[config.mk]
export PLATFORM = sky130hd
export DESIGN_NAME = rsh_ctrl
export DESIGN_NICKNAME = d
export VERILOG_FILES = /design/src/hdl/rsh_pkg.sv /design/src/hdl/rsh_ctrl.sv
export SDC_FILE = /design/constraint.sdc
export NUM_CORES = 1
export LEC_CHECK = 0
export BUFFER_PORTS_ARGS = -buffer_cell sky130_fd_sc_hd__buf_2
export CAP_MARGIN = 25
export CORE_AREA = 8 8 45 47
export CTS_BUF_LIST = sky130_fd_sc_hd__clkbuf_16
export DETAILED_ROUTE_END_ITERATION = 7
export DIE_AREA = 0 0 53 55
export SYNTH_ARGS = -nofsm -noshare
export SYNTH_HDL_FRONTEND = slang
export SYNTH_SLANG_ARGS = --single-unit
[constraint.sdc]
create_clock -name clk -period 3.2 [get_ports clk]
set_input_delay 0.8 -clock clk [delete_from_list [all_inputs] [get_ports clk]]
set_output_delay 0.8 -clock clk [all_outputs]
set_load 0.005 [all_outputs]
[src/hdl/rsh_pkg.sv]
// ----------------------------------------------------------------------------
// rsh_pkg
// Shared constants and types for the ray / sphere hit test pipeline.
// ----------------------------------------------------------------------------
package rsh_pkg;

    // Default coordinate width (signed Q8.8 at 16 bits)
    localparam int DEF_COORD_WIDTH = 16;

    // Pipeline stage numbering
    localparam int STG_REL    = 0;  // relative origin, operand capture
    localparam int STG_PROD   = 1;  // component products
    localparam int STG_SUM    = 2;  // a, h, c sums and early decision
    localparam int STG_PART   = 3;  // partial products of h*h and a*c
    localparam int STG_CMB    = 4;  // recombined h*h and a*c
    localparam int STG_OUT    = 5;  // final compare, output register
    localparam int NUM_STAGES = 6;

    // Per-stage load enables from the pipeline control
    typedef struct packed {
        logic [NUM_STAGES-1:0] en;
    } rsh_ctrl_t;

endpackage

[src/hdl/rsh_ctrl.sv]
// ----------------------------------------------------------------------------
// rsh_ctrl
// Valid bit pipeline and per-stage load enables; bubbles collapse on stall.
// ----------------------------------------------------------------------------
module rsh_ctrl (
    input  logic              clk,
    input  logic              rst_n,
    input  logic              in_valid,
    output logic              in_ready,
    output logic              out_valid,
    input  logic              out_ready,
    output rsh_pkg::rsh_ctrl_t ctrl
);
    import rsh_pkg::*;

    logic [NUM_STAGES-1:0] valid_reg;
    logic [NUM_STAGES-1:0] valid_next;
    logic [NUM_STAGES-1:0] en;

    // A stage loads when empty or when its contents move on
    always_comb
    begin
        en[NUM_STAGES-1] = !valid_reg[NUM_STAGES-1] || out_ready;
        for (int i = NUM_STAGES - 2; i >= 0; i--)
        begin
            en[i] = !valid_reg[i] || en[i+1];
        end
    end

    // Advance valid bits with the data
    always_comb
    begin
        valid_next[0] = en[0] ? in_valid : valid_reg[0];
        for (int i = 1; i < NUM_STAGES; i++)
        begin
            valid_next[i] = en[i] ? valid_reg[i-1] : valid_reg[i];
        end
    end

    always_ff @(posedge clk or negedge rst_n)
    begin
        if (!rst_n)
        begin
            valid_reg <= '0;
        end
        else
        begin
            valid_reg <= valid_next;
        end
    end

    assign ctrl.en   = en;
    assign in_ready  = en[0];
    assign out_valid = valid_reg[NUM_STAGES-1];

    // Input backpressure only when every stage holds an item and output stalls
    assert property (@(posedge clk) disable iff (!rst_n)
        !in_ready |-> ((valid_reg == '1) && !out_ready))
        else $error("input stalled while pipeline has room");

    // Items in flight change only by transfers at the two ends
    assert property (@(posedge clk) disable iff (!rst_n)
        1'b1 |=> ($countones(valid_reg) == $countones($past(valid_reg))
                  + ($past(in_valid && in_ready) ? 1 : 0)
                  - ($past(out_valid && out_ready) ? 1 : 0)))
        else $error("item lost or duplicated in pipeline");

    // A stall at the front implies a stall at the output
    assert property (@(posedge clk) disable iff (!rst_n)
        !en[0] |-> !en[NUM_STAGES-1])
        else $error("front stalled while output moves");

endmodule

### Word-level counts from Yosys, hierarchy flattened

Cells that the tools add are included.

* reduce and logical (&&, ||, !) cells: 12

Operator list (count)
* $logic_not A1 Y1: 6
* $logic_or A1 B1 Y1: 6

* flip-flop bits (word level): 6
* input bits: 4
* output and inout bits: 8
* logic and storage cells: 18

### Longest topological paths before layout

Gate-level depths: netlist of run 1.

* word-level depth: 7
* gate-level depth with buffers: 4
* mapped depth without buffers: 2

### Worst setup path before layout of run 1

No wires, ideal clock.

* path kind: input to output
* start point: in out_ready
* end point: out ctrl[0] in the netlist's numbering
* arrival: 1.440 ns
* required time: 2.400 ns
* path slack: 0.960 ns
* stages on the path: 4
* path buffers: 2
* cell sequence: and4b_1 > buf_6 > nand4_1 > buf_4

* longest elaborated chain between the ends: 6

RTL lines
* from (decl): line rsh_ctrl.sv:11 `input logic out_ready,`
* $logic_or A1 B1 Y1: line rsh_ctrl.sv:23 `en[NUM_STAGES-1] = !valid_reg[NUM_STAGES-1] || out_ready;`
* $logic_or A1 B1 Y1 (5 in a row): line rsh_ctrl.sv:26 `en[i] = !valid_reg[i] || en[i+1];`
* to (decl): line rsh_ctrl.sv:12 `output rsh_pkg::rsh_ctrl_t ctrl`

No other way between the ends.

### Worst setup path in the final report of run 1

* start point: in out_ready
* end point: out in_ready

* longest elaborated chain between the ends: 6

RTL lines
* $logic_or A1 B1 Y1: line rsh_ctrl.sv:23
* $logic_or A1 B1 Y1 (5 in a row): line rsh_ctrl.sv:26
* to (decl): line rsh_ctrl.sv:9 `output logic in_ready,`

No other way between the ends.

==> impl_metrics.tcl, run 1 <==
set metrics [dict create \
    layout-drive-gt1-share_pct 42.42 \
    grt_max_degree 9 \
    coreArea_um2 1384 \
    die-area_um2 2915 \
    finalCritPeriodShare_pct 75.08 \
    final_common_cell "buf_2" \
    synth_cell_types 14 \
    layout.nets 39 \
    gp_congestion 0.6713 \
    drcViolationCount 0 \
    clock_latency_ns 0.22 \
    rsz0062_at_grt "false" \
    fp.dieW_um 53 \
    synth_cells 21 \
    syn_to_final_growth_pct 51.22 \
    cts_tree "done" \
    min_period_ns 2.403 \
    clkTransAtPathRegs_ns 0.03 \
    initial_core_util_pct 18.54 \
    setup_viol 0 \
    fmax_mhz 416.2 \
    track_usage_pct 4.887 \
    crit_path_cell_trace "buf_2, and4b_1, nand4_1, buf_2" \
    wl_met3_um 94 \
    powerDensity_nw_per_um2 850.9 \
    arrival_ns 1.60 \
    start_kind "primary input" \
    leakagePower_nw 0.1725 \
    die_height_um 55 \
    cts-root-buf "clkbuf_16" \
    wl_met1_um 296 \
    grt_pass1_vias 222 \
    top_layer "met3" \
    final_cell_mix "buf_2, dfrtp_1, nand2b_1, clkbuf_16" \
    clockBufferDepth 2 \
    syn-cell-area_um2 256.5 \
    ir_drop_uv 308.6 \
    portBuffers 11 \
    numCtsBuffers 3 \
    ctsResizeCount 0 \
    row_count 14 \
    slew_headroom_pct 81.96 \
    antenna_left 0 \
    antenna_cells 0 \
    crit_required_ns 2.40 \
    place_area_um2 312.8 \
    cts_sinks 6 \
    fin_tns_setup_ns 0 \
    num_vias 195 \
    syn-num-nets 25 \
    utilization_pct 28.03 \
    avgSynthCellArea_um2 12.21 \
    yosysWarnings 0 \
    post_cts_buffers 0 \
    status "finished clean" \
    seq_area_frac_synth_pct 58.54 \
    grt_overflow 0 \
    hp-class "in -> async" \
    maxCapViolCount 0 \
    antenna_found_initial 0 \
    drtIter0Drc 6 \
    criticalPathCategory "in -> out" \
    final_area_um2 387.9 \
    critPathMaxStageDelay_ns 0.40 \
    dr_wl_met2_um 185 \
    ys_ff_latch 6 \
    timing.hold.ws_ns 0.3948 \
    critPathMaxFanout 8 \
    fillCellCount 145 \
    crit_top_cell "buf_2" \
    worstMarginPinSlew_ns 0.2703 \
    drv_slew 0 \
    htreeDepth 1 \
    grt_pass1_wl_um 945 \
    via_per_inst 3.980 \
    fin_worst_skew_ns 0.0007176 \
    ctsHoldBuffers 0 \
    finalHoldViolCount 0 \
    num_io_pins 12 \
    drt-pass1-iter-count 2 \
    critPathCaptureType "primary output" \
    wire_per_inst_um 11.76 \
    slowest_stage "and4b_1" \
    drt-total-wl_um 576 \
    largest_reg_flops 6 \
]
## routing by layer
metal  vias to the layer above  track usage [%]
met5                         -                0
met4                         0            5.172
met3                         0            4.813
met2                        11            4.688
met1                        87            5.393
li1                         97                -
## cells by family (layout without fill, tap and decap cells)
family / Yosys count / after routing / synth area share, %
AND/OR/NAND/NOR: 9 / 9 / 22.44
buffers and inverters: 3 / 15 / 8.780
AO/OA/AOI/OAI: 3 / 3 / 10.25
flip-flops: 6 / 6 / 58.54
## critical path, delay by kind of cell
| family | cells | cell delay, ns |
|---|---|---|
| AND/OR/NAND/NOR | 2 | 0.55 |
| buffers and inverters | 2 | 0.26 |
## cell type report
| cell class | count | area [um^2] | share of cell area (%) |
|---|---|---|---|
| Inverter | 1 | 3.754 | 0.9677 |
| Clock buffer | 3 | 75.07 | 19.35 |
| Tap cell | 16 | 20.02 | 5.161 |
| Timing Repair Buffer | 11 | 55.05 | 14.19 |
| Multi-Input combinational cell | 12 | 83.83 | 21.61 |
| Sequential cell | 6 | 150.1 | 38.71 |
## stage by stage
stage	instances	total power (W)	setup WS (ns)
3_5_place_dp	46	0.0001331	0.8154
6_report	49	0.0003300	0.7974
2_1_floorplan	21	0.0001200	0.9598
3_3_place_gp	46	0.0001328	0.8283
5_1_grt	49	0.0003507	0.7568
4_1_cts	49	0.0003351	0.8044
## cell usage after synthesis
master | count | area [um^2]
a21o_1 | 1 | 7.510
a31o_1 | 1 | 8.760
a41o_1 | 1 | 10.01
and4b_1 | 1 | 10.01
buf_4 | 1 | 7.510
buf_6 | 1 | 11.26
dfrtp_1 | 6 | 150.1
inv_1 | 1 | 3.750
nand2_1 | 1 | 3.750
nand2b_1 | 3 | 18.77
nand3_1 | 1 | 5.000
nand3b_1 | 1 | 7.510
nand4_1 | 1 | 6.260
or2_1 | 1 | 6.260
## path summary, 6_finish.rpt
kind,start,end,slack [ns],cells past startpoint
max,out_ready,in_ready,0.80,4
min,rst_n,valid_reg[1],0.39,1
max reg2reg,valid_reg[4],valid_reg[0],2.13,2
min reg2reg,valid_reg[3],valid_reg[4],0.45,1
max in group asynchronous,rst_n,valid_reg[4],2.66,1
min in group clk,valid_reg[3],valid_reg[4],0.45,1
## report_power, final
part	internal, W	total (W)	switching [W]
clock network	0.000160	0.000198	0.0000382
registers	0.0000865	0.0000956	0.00000916
logic	0.0000186	0.0000362	0.0000176
Note: power is estimated with default switching activity, not from simulation.
==> inputs of run 2 (changes only) <==
- clock period: 3.2 -> 2.15 ns (I/O delays scaled with it)
==> impl_metrics.tcl, run 2 (synthesis gave the netlist of run 1 again) <==
set metrics [dict create \
    critPathMaxStageDelay_ns 0.40 \
    slew_headroom_pct 82.27 \
    portBuffers 11 \
    post_cts_buffers 0 \
    slowest_stage "and4b_1" \
    rsz0062_at_grt "false" \
    finalHoldViolCount 0 \
    grt_pass1_wl_um 910 \
    arrival_ns 1.34 \
    clock_latency_ns 0.23 \
    fin_worst_skew_ns 0.001332 \
    cts-root-buf "clkbuf_16" \
    ctsResizeCount 0 \
    r2r-start "valid_reg[4]" \
    coreArea_um2 1384 \
    grt_overflow 0 \
    min_period_ns 1.874 \
    drcViolationCount 0 \
    final_area_um2 387.9 \
    fillCellCount 154 \
    die_height_um 55 \
    criticalPathCategory "in -> out" \
    drv_slew 0 \
    worstMarginPinSlew_ns 0.2657 \
    finalCritPeriodShare_pct 87.16 \
    final_common_cell "buf_2" \
    rr_endpoint "valid_reg[0]" \
    cts_sinks 6 \
    grt_pass1_vias 206 \
    critPathMaxFanout 8 \
    numCtsBuffers 3 \
    wire_per_inst_um 11.57 \
    maxCapViolCount 0 \
    rrSetupSlack_ns 1.09 \
    initial_core_util_pct 18.54 \
    fin_tns_setup_ns 0 \
    crit_top_cell "buf_2" \
    crit_path_cell_trace "buf_2, and4b_1, nand4_1, buf_2" \
    place_area_um2 312.8 \
    r2r_cells 2 \
    final_cell_mix "buf_2, dfrtp_1, nand2b_1, clkbuf_16" \
    drt-pass1-iter-count 4 \
    syn_to_final_growth_pct 51.22 \
    powerDensity_nw_per_um2 1274 \
    grt_max_degree 9 \
    crit_required_ns 1.61 \
    htreeDepth 1 \
    start_kind "primary input" \
    dp_hpwl_um 432.7 \
    via_per_inst 4.102 \
    largest_reg_flops 6 \
    ir_drop_uv 402.4 \
    track_usage_pct 5.049 \
    cts_tree "done" \
    fp.dieW_um 53 \
    clkTransAtPathRegs_ns 0.03 \
    hp-class "in -> async" \
    drt-total-wl_um 567 \
    critPathCaptureType "primary output" \
    layout.nets 39 \
    layout-drive-gt1-share_pct 42.42 \
    gp_congestion 0.6269 \
    antenna_cells 0 \
    clockBufferDepth 2 \
    drtIter0Drc 2 \
    fmax_mhz 533.7 \
    die-area_um2 2915 \
    setup_viol 0 \
    leakagePower_nw 0.1725 \
    antenna_left 0 \
    ctsHoldBuffers 0 \
    num_io_pins 12 \
    row_count 14 \
    antenna_found_initial 0 \
    num_vias 201 \
    status "finished clean" \
]
run 2: cell counts in the layout (fill, tap and decap cells not counted):
Identical to the previous run, type by type.
run 2: metrics by stage:
step | hold WS, ns | util, % | cells | setup slack, ns | power [W]
after floorplan | 0.2419 | - | 21 | 0.4348 | 0.0001786
after detailed placement | 0.3675 | 22.60 | 46 | 0.2854 | 0.0001987
after CTS | 0.1292 | 28.03 | 49 | 0.2677 | 0.0005040
after global routing | 0.1399 | 28.03 | 49 | 0.2236 | 0.0005221
after global placement | 0.3666 | 22.60 | 46 | 0.2790 | 0.0001981
final | 0.1267 | 28.03 | 49 | 0.2762 | 0.0004942
run 2: power breakdown:
part	leakage, nW	internal (W)	switching, W
sequential	0.0631	0.000129	0.0000141
combinational	0.0724	0.0000276	0.0000253
clock	0.0370	0.000238	0.0000600
run 2: worst max path at each step:
stage                     cells after the start       end  startpoint  slack [ns]
after floorplan                               4   ctrl[0]   out_ready        0.43
after global placement                        4  in_ready   out_ready        0.28
after detailed placement                      4   ctrl[0]   out_ready        0.29
after CTS                                     4   ctrl[0]   out_ready        0.27
after global routing                          4   ctrl[0]   out_ready        0.22
final                                         4   ctrl[0]   out_ready        0.28
run 2: per-layer routing:
layer | global-route usage (%) | vias up | part of all wire (%) | wire, um
met2 | 4.688 | 13 | 35 | 198
met1 | 5.538 | 89 | 46 | 261
met3 | 5.348 | 2 | 17 | 96
met4 | 5.172 | 0 | 1.9 | 11
met5 | 0 | - | 0 | 0
li1 | - | 97 | - | -
run 2: cell type report:
type | instances | area [um^2] | share of cell area (%)
clock buffer | 3 | 75.07 | 19.35
inverter | 1 | 3.754 | 0.9677
sequential | 6 | 150.1 | 38.71
multi-input combinational | 12 | 83.83 | 21.61
timing repair buffer | 11 | 55.05 | 14.19
tap | 16 | 20.02 | 5.161
run 2: critical path, delay by kind of cell:
| family | cells | cell delay [ns] |
|---|---|---|
| buffers and inverters | 2 | 0.26 |
| AND/OR/NAND/NOR | 2 | 0.54 |
